==> src/rtl/qeti_pkg.sv <==
// ----------------------------------------------------------------------------
// qeti_pkg
// Shared widths, types, codes and the control store of the quintic
// escape-time iterator.
// ----------------------------------------------------------------------------
package qeti_pkg;

  // number formats
  localparam int FRAC_BITS = 28;
  localparam int INT_BITS  = 12;
  localparam int PORT_W    = 32;
  localparam int PORT_FRAC = 28;
  localparam int VAL_W     = INT_BITS + FRAC_BITS + 1;
  localparam int MAG_W     = VAL_W - 1;
  localparam int HALF_W    = (MAG_W + 1) / 2;
  localparam int ACC_W     = 4 * HALF_W;

  // port to internal scaling
  localparam int UP_SH = (FRAC_BITS >= PORT_FRAC) ? (FRAC_BITS - PORT_FRAC) : 0;
  localparam int DN_SH = (FRAC_BITS <  PORT_FRAC) ? (PORT_FRAC - FRAC_BITS) : 0;

  // other widths
  localparam int CNT_W     = 9;
  localparam int MAXIT_W   = 8;
  localparam int ESC_W     = 5;
  localparam int CFG_IDX_W = 2;
  localparam int PC_W      = 5;
  localparam int RF_AW     = 4;

  typedef logic signed [VAL_W-1:0] val_t;

  localparam val_t MAXV = {1'b0, {MAG_W{1'b1}}};

  // register reset values
  localparam logic [PORT_W-1:0]  COEF_RE_RST   = 32'h1000_0000;
  localparam logic [PORT_W-1:0]  COEF_IM_RST   = 32'h0000_0000;
  localparam logic [MAXIT_W-1:0] MAX_ITER_RST  = 8'd255;
  localparam logic [ESC_W-1:0]   ESC_LIMIT_RST = 5'd10;

  typedef enum logic [CFG_IDX_W-1:0] {
    CFG_COEF_RE   = 2'd0,
    CFG_COEF_IM   = 2'd1,
    CFG_MAX_ITER  = 2'd2,
    CFG_ESC_LIMIT = 2'd3
  } cfg_idx_e;

  typedef enum logic [2:0] {
    OP_CLR = 3'd0,
    OP_ADD = 3'd1,
    OP_SUB = 3'd2,
    OP_MUL = 3'd3,
    OP_TST = 3'd4,
    OP_JMP = 3'd5
  } op_e;

  // operands: codes below OPD_AR are register file addresses
  typedef enum logic [3:0] {
    OPD_ZR  = 4'd0,
    OPD_ZI  = 4'd1,
    OPD_Z2R = 4'd2,
    OPD_Z2I = 4'd3,
    OPD_Z4R = 4'd4,
    OPD_Z4I = 4'd5,
    OPD_T0  = 4'd6,
    OPD_T1  = 4'd7,
    OPD_T2  = 4'd8,
    OPD_AR  = 4'd9,
    OPD_AI  = 4'd10,
    OPD_CR  = 4'd11,
    OPD_CI  = 4'd12
  } opnd_e;

  typedef enum logic [1:0] {
    S_IDLE = 2'd0,
    S_READ = 2'd1,
    S_EXEC = 2'd2,
    S_MULW = 2'd3
  } seq_state_e;

  typedef struct packed {
    op_e              op;
    opnd_e            src_a;
    opnd_e            src_b;
    opnd_e            dst;
    logic [PC_W-1:0]  target;
  } ucode_t;

  typedef struct packed {
    logic load;
    logic we;
    logic mul_start;
  } dp_ctrl_t;

  typedef struct packed {
    logic mul_done;
    logic below_limit;
  } dp_stat_t;

  localparam logic [PC_W-1:0] PC_LOOP = PC_W'(2);
  localparam logic [PC_W-1:0] PC_NONE = PC_W'(0);

  // control store: clear z, then one iteration of z := z^5 + a*z + c with the escape check
  function automatic ucode_t ucode_rom(input logic [PC_W-1:0] pc);
    ucode_t w;
    case (pc)
      // clear z
      5'd0:  w = '{OP_CLR, OPD_ZR,  OPD_ZR,  OPD_ZR,  PC_NONE};
      5'd1:  w = '{OP_CLR, OPD_ZI,  OPD_ZI,  OPD_ZI,  PC_NONE};
      // squared magnitude and exit check
      5'd2:  w = '{OP_MUL, OPD_ZR,  OPD_ZR,  OPD_T0,  PC_NONE};
      5'd3:  w = '{OP_MUL, OPD_ZI,  OPD_ZI,  OPD_T1,  PC_NONE};
      5'd4:  w = '{OP_ADD, OPD_T0,  OPD_T1,  OPD_T2,  PC_NONE};
      5'd5:  w = '{OP_TST, OPD_T2,  OPD_T2,  OPD_T2,  PC_NONE};
      // z2 = z * z, reusing the squares
      5'd6:  w = '{OP_SUB, OPD_T0,  OPD_T1,  OPD_Z2R, PC_NONE};
      5'd7:  w = '{OP_MUL, OPD_ZR,  OPD_ZI,  OPD_T0,  PC_NONE};
      5'd8:  w = '{OP_ADD, OPD_T0,  OPD_T0,  OPD_Z2I, PC_NONE};
      // z4 = z2 * z2
      5'd9:  w = '{OP_MUL, OPD_Z2R, OPD_Z2R, OPD_T0,  PC_NONE};
      5'd10: w = '{OP_MUL, OPD_Z2I, OPD_Z2I, OPD_T1,  PC_NONE};
      5'd11: w = '{OP_SUB, OPD_T0,  OPD_T1,  OPD_Z4R, PC_NONE};
      5'd12: w = '{OP_MUL, OPD_Z2R, OPD_Z2I, OPD_T0,  PC_NONE};
      5'd13: w = '{OP_ADD, OPD_T0,  OPD_T0,  OPD_Z4I, PC_NONE};
      // z5 = z4 * z, kept in the z2 slots
      5'd14: w = '{OP_MUL, OPD_Z4R, OPD_ZR,  OPD_T0,  PC_NONE};
      5'd15: w = '{OP_MUL, OPD_Z4I, OPD_ZI,  OPD_T1,  PC_NONE};
      5'd16: w = '{OP_SUB, OPD_T0,  OPD_T1,  OPD_Z2R, PC_NONE};
      5'd17: w = '{OP_MUL, OPD_Z4R, OPD_ZI,  OPD_T0,  PC_NONE};
      5'd18: w = '{OP_MUL, OPD_Z4I, OPD_ZR,  OPD_T1,  PC_NONE};
      5'd19: w = '{OP_ADD, OPD_T0,  OPD_T1,  OPD_Z2I, PC_NONE};
      // a * z, kept in the z4 slots
      5'd20: w = '{OP_MUL, OPD_AR,  OPD_ZR,  OPD_T0,  PC_NONE};
      5'd21: w = '{OP_MUL, OPD_AI,  OPD_ZI,  OPD_T1,  PC_NONE};
      5'd22: w = '{OP_SUB, OPD_T0,  OPD_T1,  OPD_Z4R, PC_NONE};
      5'd23: w = '{OP_MUL, OPD_AR,  OPD_ZI,  OPD_T0,  PC_NONE};
      5'd24: w = '{OP_MUL, OPD_AI,  OPD_ZR,  OPD_T1,  PC_NONE};
      5'd25: w = '{OP_ADD, OPD_T0,  OPD_T1,  OPD_Z4I, PC_NONE};
      // new z
      5'd26: w = '{OP_ADD, OPD_Z2R, OPD_Z4R, OPD_T0,  PC_NONE};
      5'd27: w = '{OP_ADD, OPD_T0,  OPD_CR,  OPD_ZR,  PC_NONE};
      5'd28: w = '{OP_ADD, OPD_Z2I, OPD_Z4I, OPD_T0,  PC_NONE};
      5'd29: w = '{OP_ADD, OPD_T0,  OPD_CI,  OPD_ZI,  PC_NONE};
      // count and loop
      5'd30: w = '{OP_JMP, OPD_T0,  OPD_T0,  OPD_T0,  PC_LOOP};
      default: w = '{OP_JMP, OPD_T0, OPD_T0, OPD_T0,  PC_LOOP};
    endcase
    return w;
  endfunction

  // port format to internal format; a port value always fits the range
  function automatic val_t from_port(input logic signed [PORT_W-1:0] v);
    val_t x;
    x = VAL_W'(v);
    x = x <<< UP_SH;
    x = x >>> DN_SH;
    return x;
  endfunction

  // clamp a sum to the symmetric range
  function automatic val_t sat_sum(input logic signed [VAL_W:0] s);
    logic signed [VAL_W:0] hi;
    logic signed [VAL_W:0] lo;
    val_t r;
    hi = {2'b00, {MAG_W{1'b1}}};
    lo = -hi;
    if (s > hi) begin
      r = MAXV;
    end else if (s < lo) begin
      r = -MAXV;
    end else begin
      r = s[VAL_W-1:0];
    end
    return r;
  endfunction

endpackage

==> src/rtl/qeti_regfile.sv <==
// ----------------------------------------------------------------------------
// qeti_regfile
// Scratch register file: one write port, two registered read ports.
// ----------------------------------------------------------------------------
module qeti_regfile #(
  parameter int DW = 8,
  parameter int AW = 4
) (
  input  logic          clk_i,
  input  logic          we_i,
  input  logic [AW-1:0] waddr_i,
  input  logic [DW-1:0] wdata_i,
  input  logic [AW-1:0] raddr_a_i,
  input  logic [AW-1:0] raddr_b_i,
  output logic [DW-1:0] rdata_a_o,
  output logic [DW-1:0] rdata_b_o
);

  logic [DW-1:0] mem_q [2**AW];

  // write port
  always_ff @(posedge clk_i) begin
    if (we_i) begin
      mem_q[waddr_i] <= wdata_i;
    end
  end

  // read ports
  always_ff @(posedge clk_i) begin
    rdata_a_o <= mem_q[raddr_a_i];
    rdata_b_o <= mem_q[raddr_b_i];
  end

endmodule

==> src/rtl/qeti_mul.sv <==
// ----------------------------------------------------------------------------
// qeti_mul
// Multi-cycle saturating fixed-point multiplier built from four half-width
// partial products on a single multiplier.
// ----------------------------------------------------------------------------
module qeti_mul import qeti_pkg::*; (
  input  logic clk_i,
  input  logic rst_ni,
  input  logic start_i,
  input  val_t a_i,
  input  val_t b_i,
  output logic done_o,
  output val_t res_o
);

  logic [MAG_W-1:0]      mag_a;
  logic [MAG_W-1:0]      mag_b;
  val_t                  neg_a;
  val_t                  neg_b;
  logic [2*HALF_W-1:0]   xa_q;
  logic [2*HALF_W-1:0]   xb_q;
  logic                  neg_q;
  logic                  busy_q;
  logic                  done_q;
  logic [2:0]            cnt_q;
  logic [HALF_W-1:0]     half_a;
  logic [HALF_W-1:0]     half_b;
  logic [2*HALF_W-1:0]   pp_q;
  logic [1:0]            acc_idx;
  logic [ACC_W-1:0]      term;
  logic [ACC_W-1:0]      acc_q;
  logic [ACC_W-FRAC_BITS-1:0] quo;
  logic                  ovf;
  val_t                  mag_r;

  // operand magnitudes
  assign neg_a = -a_i;
  assign neg_b = -b_i;
  assign mag_a = a_i[VAL_W-1] ? neg_a[MAG_W-1:0] : a_i[MAG_W-1:0];
  assign mag_b = b_i[VAL_W-1] ? neg_b[MAG_W-1:0] : b_i[MAG_W-1:0];

  // partial product order: lo*lo, lo*hi, hi*lo, hi*hi
  assign half_a = cnt_q[1] ? xa_q[2*HALF_W-1:HALF_W] : xa_q[HALF_W-1:0];
  assign half_b = cnt_q[0] ? xb_q[2*HALF_W-1:HALF_W] : xb_q[HALF_W-1:0];

  // alignment of the partial product being accumulated
  assign acc_idx = cnt_q[1:0] - 2'd1;
  always_comb begin
    case (acc_idx)
      2'd0:    term = ACC_W'(pp_q);
      2'd3:    term = ACC_W'(pp_q) << (2 * HALF_W);
      default: term = ACC_W'(pp_q) << HALF_W;
    endcase
  end

  // control
  always_ff @(posedge clk_i or negedge rst_ni) begin
    if (!rst_ni) begin
      busy_q <= 1'b0;
      done_q <= 1'b0;
      cnt_q  <= '0;
    end else if (start_i) begin
      busy_q <= 1'b1;
      done_q <= 1'b0;
      cnt_q  <= '0;
    end else if (busy_q) begin
      cnt_q <= cnt_q + 3'd1;
      if (cnt_q == 3'd4) begin
        busy_q <= 1'b0;
        done_q <= 1'b1;
      end
    end else begin
      done_q <= 1'b0;
    end
  end

  // operands, partial product and accumulator
  always_ff @(posedge clk_i) begin
    if (start_i) begin
      xa_q  <= (2*HALF_W)'(mag_a);
      xb_q  <= (2*HALF_W)'(mag_b);
      neg_q <= a_i[VAL_W-1] ^ b_i[VAL_W-1];
      acc_q <= '0;
    end else if (busy_q) begin
      if (cnt_q != 3'd4) begin
        pp_q <= half_a * half_b;
      end
      if (cnt_q != 3'd0) begin
        acc_q <= acc_q + term;
      end
    end
  end

  // truncate the fraction, clamp and apply the sign
  assign quo   = acc_q[ACC_W-1:FRAC_BITS];
  assign ovf   = |quo[ACC_W-FRAC_BITS-1:MAG_W];
  assign mag_r = ovf ? MAXV : {1'b0, quo[MAG_W-1:0]};
  assign res_o = neg_q ? -mag_r : mag_r;
  assign done_o = done_q;

endmodule

==> src/rtl/qeti_datapath.sv <==
// ----------------------------------------------------------------------------
// qeti_datapath
// Operand registers, scratch register file, saturating adder and the shared
// multiplier, steered by the current control word.
// ----------------------------------------------------------------------------
module qeti_datapath import qeti_pkg::*; (
  input  logic               clk_i,
  input  logic               rst_ni,
  input  dp_ctrl_t           ctrl_i,
  input  ucode_t             word_i,
  input  logic [PORT_W-1:0]  point_re_i,
  input  logic [PORT_W-1:0]  point_im_i,
  input  logic [PORT_W-1:0]  coef_re_i,
  input  logic [PORT_W-1:0]  coef_im_i,
  input  logic [ESC_W-1:0]   esc_limit_i,
  output dp_stat_t           stat_o
);

  val_t ar_q;
  val_t ai_q;
  val_t cr_q;
  val_t ci_q;
  logic [VAL_W-1:0] rd_a;
  logic [VAL_W-1:0] rd_b;
  val_t opa;
  val_t opb;
  val_t add_res;
  val_t sub_res;
  val_t mul_res;
  val_t wdata;
  val_t limit;
  logic mul_done;

  // point and coefficient captured at input transfer
  always_ff @(posedge clk_i) begin
    if (ctrl_i.load) begin
      cr_q <= from_port(point_re_i);
      ci_q <= from_port(point_im_i);
      ar_q <= from_port(coef_re_i);
      ai_q <= from_port(coef_im_i);
    end
  end

  // scratch registers
  qeti_regfile #(
    .DW (VAL_W),
    .AW (RF_AW)
  ) u_regfile (
    .clk_i     (clk_i),
    .we_i      (ctrl_i.we),
    .waddr_i   (RF_AW'(word_i.dst)),
    .wdata_i   (wdata),
    .raddr_a_i (RF_AW'(word_i.src_a)),
    .raddr_b_i (RF_AW'(word_i.src_b)),
    .rdata_a_o (rd_a),
    .rdata_b_o (rd_b)
  );

  // operand select
  always_comb begin
    case (word_i.src_a)
      OPD_AR:  opa = ar_q;
      OPD_AI:  opa = ai_q;
      OPD_CR:  opa = cr_q;
      OPD_CI:  opa = ci_q;
      default: opa = rd_a;
    endcase
  end

  always_comb begin
    case (word_i.src_b)
      OPD_AR:  opb = ar_q;
      OPD_AI:  opb = ai_q;
      OPD_CR:  opb = cr_q;
      OPD_CI:  opb = ci_q;
      default: opb = rd_b;
    endcase
  end

  // saturating add and subtract
  assign add_res = sat_sum((VAL_W+1)'(opa) + (VAL_W+1)'(opb));
  assign sub_res = sat_sum((VAL_W+1)'(opa) - (VAL_W+1)'(opb));

  // shared multiplier
  qeti_mul u_mul (
    .clk_i   (clk_i),
    .rst_ni  (rst_ni),
    .start_i (ctrl_i.mul_start),
    .a_i     (opa),
    .b_i     (opb),
    .done_o  (mul_done),
    .res_o   (mul_res)
  );

  // write-back select
  always_comb begin
    case (word_i.op)
      OP_ADD:  wdata = add_res;
      OP_SUB:  wdata = sub_res;
      OP_MUL:  wdata = mul_res;
      default: wdata = '0;
    endcase
  end

  // escape bound in internal format
  assign limit = val_t'(VAL_W'(esc_limit_i) << FRAC_BITS);

  assign stat_o.mul_done    = mul_done;
  assign stat_o.below_limit = (opa < limit);

endmodule

==> src/rtl/qeti_seq.sv <==
// ----------------------------------------------------------------------------
// qeti_seq
// Microcode sequencer: step counter, iteration counter, handshakes and the
// result register.
// ----------------------------------------------------------------------------
module qeti_seq import qeti_pkg::*; (
  input  logic               clk_i,
  input  logic               rst_ni,
  input  logic               in_valid_i,
  output logic               in_ready_o,
  output logic               out_valid_o,
  input  logic               out_ready_i,
  output logic [CNT_W-1:0]   iter_count_o,
  output logic               escaped_o,
  input  logic [MAXIT_W-1:0] max_iter_i,
  input  dp_stat_t           stat_i,
  output ucode_t             word_o,
  output dp_ctrl_t           ctrl_o
);

  seq_state_e         state_q, state_d;
  logic [PC_W-1:0]    pc_q, pc_d;
  logic [CNT_W-1:0]   count_q, count_d;
  ucode_t             word;
  logic               leave;
  logic               out_free;
  logic               out_load;
  logic               out_valid_q;
  logic [CNT_W-1:0]   iter_count_q;
  logic               escaped_q;

  assign word     = ucode_rom(pc_q);
  assign leave    = !stat_i.below_limit || (count_q > CNT_W'(max_iter_i));
  assign out_free = !out_valid_q || out_ready_i;

  // next state
  always_comb begin
    state_d = state_q;
    pc_d    = pc_q;
    count_d = count_q;
    case (state_q)
      S_IDLE: begin
        if (in_valid_i) begin
          state_d = S_READ;
          pc_d    = '0;
          count_d = '0;
        end
      end
      S_READ: begin
        state_d = S_EXEC;
      end
      S_EXEC: begin
        case (word.op)
          OP_MUL: begin
            state_d = S_MULW;
          end
          OP_TST: begin
            if (leave) begin
              if (out_free) begin
                state_d = S_IDLE;
              end
            end else begin
              pc_d    = pc_q + 1'b1;
              state_d = S_READ;
            end
          end
          OP_JMP: begin
            pc_d    = word.target;
            count_d = count_q + 1'b1;
            state_d = S_READ;
          end
          default: begin
            pc_d    = pc_q + 1'b1;
            state_d = S_READ;
          end
        endcase
      end
      S_MULW: begin
        if (stat_i.mul_done) begin
          pc_d    = pc_q + 1'b1;
          state_d = S_READ;
        end
      end
      default: begin
        state_d = S_IDLE;
      end
    endcase
  end

  // outputs
  always_comb begin
    in_ready_o       = (state_q == S_IDLE);
    ctrl_o.load      = (state_q == S_IDLE) && in_valid_i;
    ctrl_o.mul_start = (state_q == S_EXEC) && (word.op == OP_MUL);
    ctrl_o.we        = ((state_q == S_EXEC) &&
                        ((word.op == OP_CLR) || (word.op == OP_ADD) ||
                         (word.op == OP_SUB))) ||
                       ((state_q == S_MULW) && stat_i.mul_done);
    out_load         = (state_q == S_EXEC) && (word.op == OP_TST) && leave && out_free;
  end

  // control registers
  always_ff @(posedge clk_i or negedge rst_ni) begin
    if (!rst_ni) begin
      state_q     <= S_IDLE;
      pc_q        <= '0;
      count_q     <= '0;
      out_valid_q <= 1'b0;
    end else begin
      state_q <= state_d;
      pc_q    <= pc_d;
      count_q <= count_d;
      if (out_load) begin
        out_valid_q <= 1'b1;
      end else if (out_ready_i) begin
        out_valid_q <= 1'b0;
      end
    end
  end

  // result payload
  always_ff @(posedge clk_i) begin
    if (out_load) begin
      iter_count_q <= count_q;
      escaped_q    <= (count_q < CNT_W'(max_iter_i));
    end
  end

  assign word_o       = word;
  assign out_valid_o  = out_valid_q;
  assign iter_count_o = iter_count_q;
  assign escaped_o    = escaped_q;

endmodule

==> src/rtl/quintic_escape_time_iterator_unit.sv <==
// Each iteration runs 14 multiplies on the one shared multiplier and 15 other
// steps; the reported iteration count ranges from 0 to 256.
// One point is handled at a time; the next is taken once the result is loaded.
// Reset: sequencer idle, result invalid, configuration registers at their
// defaults; the scratch registers are not cleared.
// ----------------------------------------------------------------------------
// quintic_escape_time_iterator_unit
// Escape-time iteration of z := z^5 + a*z + c in saturating fixed point,
// run by a microcoded sequencer over a shared datapath.
// ----------------------------------------------------------------------------
module quintic_escape_time_iterator_unit import qeti_pkg::*; (
  input  logic                 clk_i,
  input  logic                 rst_ni,
  // configuration
  input  logic                 cfg_we_i,
  input  logic [CFG_IDX_W-1:0] cfg_idx_i,
  input  logic [PORT_W-1:0]    cfg_wdata_i,
  // input point
  input  logic                 in_valid_i,
  output logic                 in_ready_o,
  input  logic signed [PORT_W-1:0] point_re_i,
  input  logic signed [PORT_W-1:0] point_im_i,
  // result
  output logic                 out_valid_o,
  input  logic                 out_ready_i,
  output logic [CNT_W-1:0]     iter_count_o,
  output logic                 escaped_o
);

  logic [PORT_W-1:0]  coef_re_q;
  logic [PORT_W-1:0]  coef_im_q;
  logic [MAXIT_W-1:0] max_iter_q;
  logic [ESC_W-1:0]   esc_limit_q;
  ucode_t             word;
  dp_ctrl_t           ctrl;
  dp_stat_t           stat;

  // configuration registers
  always_ff @(posedge clk_i or negedge rst_ni) begin
    if (!rst_ni) begin
      coef_re_q   <= COEF_RE_RST;
      coef_im_q   <= COEF_IM_RST;
      max_iter_q  <= MAX_ITER_RST;
      esc_limit_q <= ESC_LIMIT_RST;
    end else if (cfg_we_i) begin
      case (cfg_idx_e'(cfg_idx_i))
        CFG_COEF_RE:   coef_re_q   <= cfg_wdata_i;
        CFG_COEF_IM:   coef_im_q   <= cfg_wdata_i;
        CFG_MAX_ITER:  max_iter_q  <= cfg_wdata_i[MAXIT_W-1:0];
        CFG_ESC_LIMIT: esc_limit_q <= cfg_wdata_i[ESC_W-1:0];
        default: ;
      endcase
    end
  end

  // sequencer
  qeti_seq u_seq (
    .clk_i        (clk_i),
    .rst_ni       (rst_ni),
    .in_valid_i   (in_valid_i),
    .in_ready_o   (in_ready_o),
    .out_valid_o  (out_valid_o),
    .out_ready_i  (out_ready_i),
    .iter_count_o (iter_count_o),
    .escaped_o    (escaped_o),
    .max_iter_i   (max_iter_q),
    .stat_i       (stat),
    .word_o       (word),
    .ctrl_o       (ctrl)
  );

  // datapath
  qeti_datapath u_datapath (
    .clk_i       (clk_i),
    .rst_ni      (rst_ni),
    .ctrl_i      (ctrl),
    .word_i      (word),
    .point_re_i  (point_re_i),
    .point_im_i  (point_im_i),
    .coef_re_i   (coef_re_q),
    .coef_im_i   (coef_im_q),
    .esc_limit_i (esc_limit_q),
    .stat_o      (stat)
  );

endmodule
==> config.mk <==
export PLATFORM = sky130hd
export DESIGN_NAME = quintic_escape_time_iterator_unit
export DESIGN_NICKNAME = d
export VERILOG_FILES = /design/src/rtl/qeti_pkg.sv /design/src/rtl/qeti_regfile.sv /design/src/rtl/qeti_mul.sv /design/src/rtl/qeti_datapath.sv /design/src/rtl/qeti_seq.sv /design/src/rtl/quintic_escape_time_iterator_unit.sv
export SDC_FILE = /design/constraint.sdc
export NUM_CORES = 2
export LEC_CHECK = 0
export ABC_AREA = 0
export ABC_CLOCK_PERIOD_IN_PS = 20800
export BUFFER_PORTS_ARGS = -buffer_cell sky130_fd_sc_hd__buf_4
export CAP_MARGIN = 20
export CORE_AREA = 2 2 467 562
export CTS_CLUSTER_DIAMETER = 30
export DETAILED_ROUTE_END_ITERATION = 10
export DIE_AREA = 0 0 469 564
export HOLD_SLACK_MARGIN = 0.1
export SYNTH_ARGS = -nofsm -noshare
export SYNTH_HDL_FRONTEND = slang
export SYNTH_HIERARCHICAL = 1
export SYNTH_SLANG_ARGS = --single-unit
==> constraint.sdc <==
create_clock -name clk_i -period 20.8 [get_ports clk_i]
set_clock_uncertainty 0.05 [all_clocks]
set_input_delay 5.2 -clock clk_i [delete_from_list [all_inputs] [get_ports clk_i]]
set_output_delay 5.2 -clock clk_i [all_outputs]
set_load 0.02 [all_outputs]
==> impl_metrics.csv <==
group,metric,value,unit
sta,unrepaired_setup_endpoints_after_global_routing,"no",
finish,synthToLayoutAreaGrowth,17.5,%
global_route,grt_pass1_vias,59100,
worst_hold_path,min_to,"u_datapath/ar_q[7]$_DFFE_PP_",
placement,placed_cells_incl_taps,10000,
finish,finish.net_count,7620,
placement,gp_congestion,1.05,
sta,slew_violations,0,
cts,cts_setup_buffers,0,
worst_setup_path,critical-path-top-cell-by-count,"buf_4",
outcome,outcome,"finished, final reports clean",
worst_setup_path,endpoint_kind,"register",
worst_setup_path,critPathSlowestCell,"nor4_1",
sta,fin_setup_tns,0,ns
job,maxCapViolations,0,
floorplan,design.die.area,265000,sq um
global_route,antenna_found_initial,10,
cts,worstSkewPairLatency,0.91,ns
placement,port_buffers,114,
route,avgViaCountPerCell,5.59,
global_route,wire_length_of_the_first_global_routing_pass,417,mm
worst_setup_path,required,21.39,ns
worst_hold_path,worst_hold_path.num_cells,0,
sta,max-slew-margin-rel,19.0,%
cts,clock_pin_slew_of_the_registers_on_the_worst_case_setup_and_hold_paths,0.05,ns
worst_setup_path,critical_path.startpoint_type,"register",
floorplan,fp.coreArea,259000,sq um
route,vias,58600,
placement,post-dp-hpwl,215,mm
synth,syn_area,77300,sq um
sta,final_critical_path_setup_slack,9.91,ns
global_route,grt.total_usage,21.7,%
route,drt_iter0_drc,6862,
cts,clock_tree_from_tritoncts,"built",
worst_setup_path,worst_r2r_setup_slack,9.91,ns
floorplan,i_o_pin_total,115,
route,drc_errors,0,
worst_setup_path,kind_of_critical_path,"reg2reg",
finish,instances_no_fill,10500,
sta,final-setup-viol-count,0,
sta,hold_viol,0,
sta,final_min_period_over_clock_period,52.4,%
synth,synth_cells,6719,
finish,drive_above_1_share,18.3,%
route,detail_route.first_pass.iterations,8,
cts,tritoncts.num_buffers,237,
finish,layout.filler_cells,25400,
floorplan,die_w,469,um
sta,timing.fmax,0.0918,GHz
global_route,grt_start_max_net_pins,111,
floorplan,fp-row-count,205,
sta,timing.final.crit_period,10.89,ns
synth,ys_warn_count,6,
route,route.detailed.wl_per_inst,28.0,um
cts,cts_hold_buf,0,
worst_setup_path,timing.critical_path.slowest_cell_delay,0.89,ns
cts,cts_max_path_buffers,3,
worst_hold_path,holdCritPathClass,"reg2reg",
worst_setup_path,timing.rr.start,"u_seq/pc_q[1]$_DFFE_PN0P_",
cts,cts-root-buf,"clkbuf_16",
synth,postSynthAreaPerCell,11.5,sq um
cts,post_cts_resized,0,
sta,worstMarginPinSlew,1.21,ns
cts,cts_num_sinks,1176,
worst_setup_path,cp.arrival,11.48,ns
route,routed_wirelength,293,mm
global_route,globalRouteOverflowTotal,0,
floorplan,initial_utilization,29.8,%
worst_setup_path,rr_worst_depth,30,
placement,dp_worst_slack,9.94,ns
worst_setup_path,regToRegEndpoint,"u_datapath/u_regfile/mem_q[8][23]$_DFFE_PP_",
cts,cts_max_level,4,
worst_hold_path,min_from,"coef_re_q[7]$_DFFE_PN0P_",
synth,synth_nets,7488,
worst_setup_path,critical_path_peak_fanout,110,
route,antenna_violating_nets_post_route,0,
floorplan,die_h,564,um
-- cell type report --
cell class | count | area (sq um) | share of cell area, %
Timing Repair Buffer | 268 | 2070 | 2.28
Multi-Input combinational cell | 4684 | 40900 | 45.1
Clock inverter | 168 | 2010 | 2.22
Inverter | 484 | 1820 | 2.01
Clock buffer | 286 | 6500 | 7.16
Tap cell | 3415 | 4270 | 4.70
Antenna cell | 3 | 7.51 | 0.00827
Sequential cell | 1176 | 33200 | 36.6
-- sequential cells by signal, indices dropped and copies added (netlist names), 3 cells and up --
name                            flops
coef_re_q                          32
u_datapath/ai_q                    32
u_datapath/u_mul/cnt_q              3
u_datapath/u_regfile/rdata_a_o     41
u_seq/iter_count_o                  9
u_datapath/cr_q                    32
u_datapath/u_regfile/rdata_b_o     41
u_datapath/u_mul/pp_q              40
coef_im_q                          32
u_datapath/ar_q                    32
u_seq/pc_q                          5
u_datapath/u_regfile/mem_q        656
u_datapath/ci_q                    32
max_iter_q                          8
esc_limit_q                         5
u_datapath/u_mul/xb_q              40
u_seq/count_q                       9
u_datapath/u_mul/acc_q             80
u_datapath/u_mul/xa_q              40
-- how the worst max path moves through the flow --
stage | slack [ns] | end | start
final | 9.91 | u_datapath/u_regfile/mem_q[8][23]$_DFFE_PP_ | u_seq/pc_q[1]$_DFFE_PN0P_
after global routing | 9.56 | u_datapath/u_regfile/mem_q[13][21]$_DFFE_PP_ | u_seq/pc_q[1]$_DFFE_PN0P_
after CTS | 9.92 | u_datapath/u_regfile/mem_q[8][10]$_DFFE_PP_ | u_seq/pc_q[1]$_DFFE_PN0P_
after detailed placement | 9.94 | u_datapath/u_regfile/mem_q[14][10]$_DFFE_PP_ | u_seq/pc_q[1]$_DFFE_PN0P_
after global placement | 9.78 | u_datapath/u_regfile/mem_q[8][6]$_DFFE_PP_ | u_seq/pc_q[1]$_DFFE_PN0P_
after floorplan | 11.56 | u_seq/count_q[7]$_DFFE_PN0P_ | in_valid_i
-- critical path, delay by kind of cell, from the launching register on --
kind / cells / cell delay (ns)
buffers and inverters: 6 / 2.81
flip-flops: 1 / 0.63
AND/OR/NAND/NOR: 9 / 2.75
adder cells (fa/ha/maj): 3 / 1.16
multiplexers: 1 / 0.10
AO/OA/AOI/OAI: 10 / 2.85
XOR/XNOR: 1 / 0.15
-- per-layer routing --
| layer | track usage [%] | vias to the layer above | share of wire [%] | wire length [um] |
|---|---|---|---|---|
| li1 | - | 25200 | - | - |
| met1 | 26.9 | 29900 | 38 | 112000 |
| met3 | 4.06 | 684 | 7.8 | 22900 |
| met4 | 12.4 | 6 | 6.6 | 19500 |
| met2 | 35.4 | 2801 | 48 | 139000 |
| met5 | 0 | - | 0.014 | 40 |
-- cells in the final DEF (no fill, tap or decap), types with 47 or more instances in the layout --
| master | n |
|---|---|
| and2_1 | 58 |
| inv_1 | 477 |
| a21oi_1 | 331 |
| nand2_1 | 715 |
| nor2_1 | 485 |
| mux2_2 | 113 |
| nor3_1 | 65 |
| nand4_1 | 66 |
| o21ai_0 | 223 |
| nand2b_1 | 83 |
| a22oi_1 | 204 |
| buf_4 | 261 |
| edfxtp_1 | 915 |
| nand3_1 | 97 |
| o31ai_1 | 53 |
| xor2_1 | 58 |
| a222oi_1 | 64 |
| mux4_2 | 328 |
| a21o_1 | 103 |
| fa_1 | 323 |
| dfxtp_1 | 162 |
| clkbuf_16 | 243 |
| nor2b_1 | 47 |
| dfrtp_1 | 86 |
| ha_1 | 341 |
| xnor2_1 | 212 |
-- stage by stage --
stage | hold WS [ns] | instance area, sq um | utilization, %
floorplan | 0.368 | 77300 | -
global placement | 0.375 | 82100 | 31.7
detailed placement | 0.377 | 82100 | 31.7
CTS | 0.351 | 90600 | 35.0
global route | 0.363 | 90800 | 35.1
finish | 0.361 | 90800 | 35.1
Power is not shown: default switching activity piles up to over one toggle a cycle in this logic, so the estimate is an artifact.
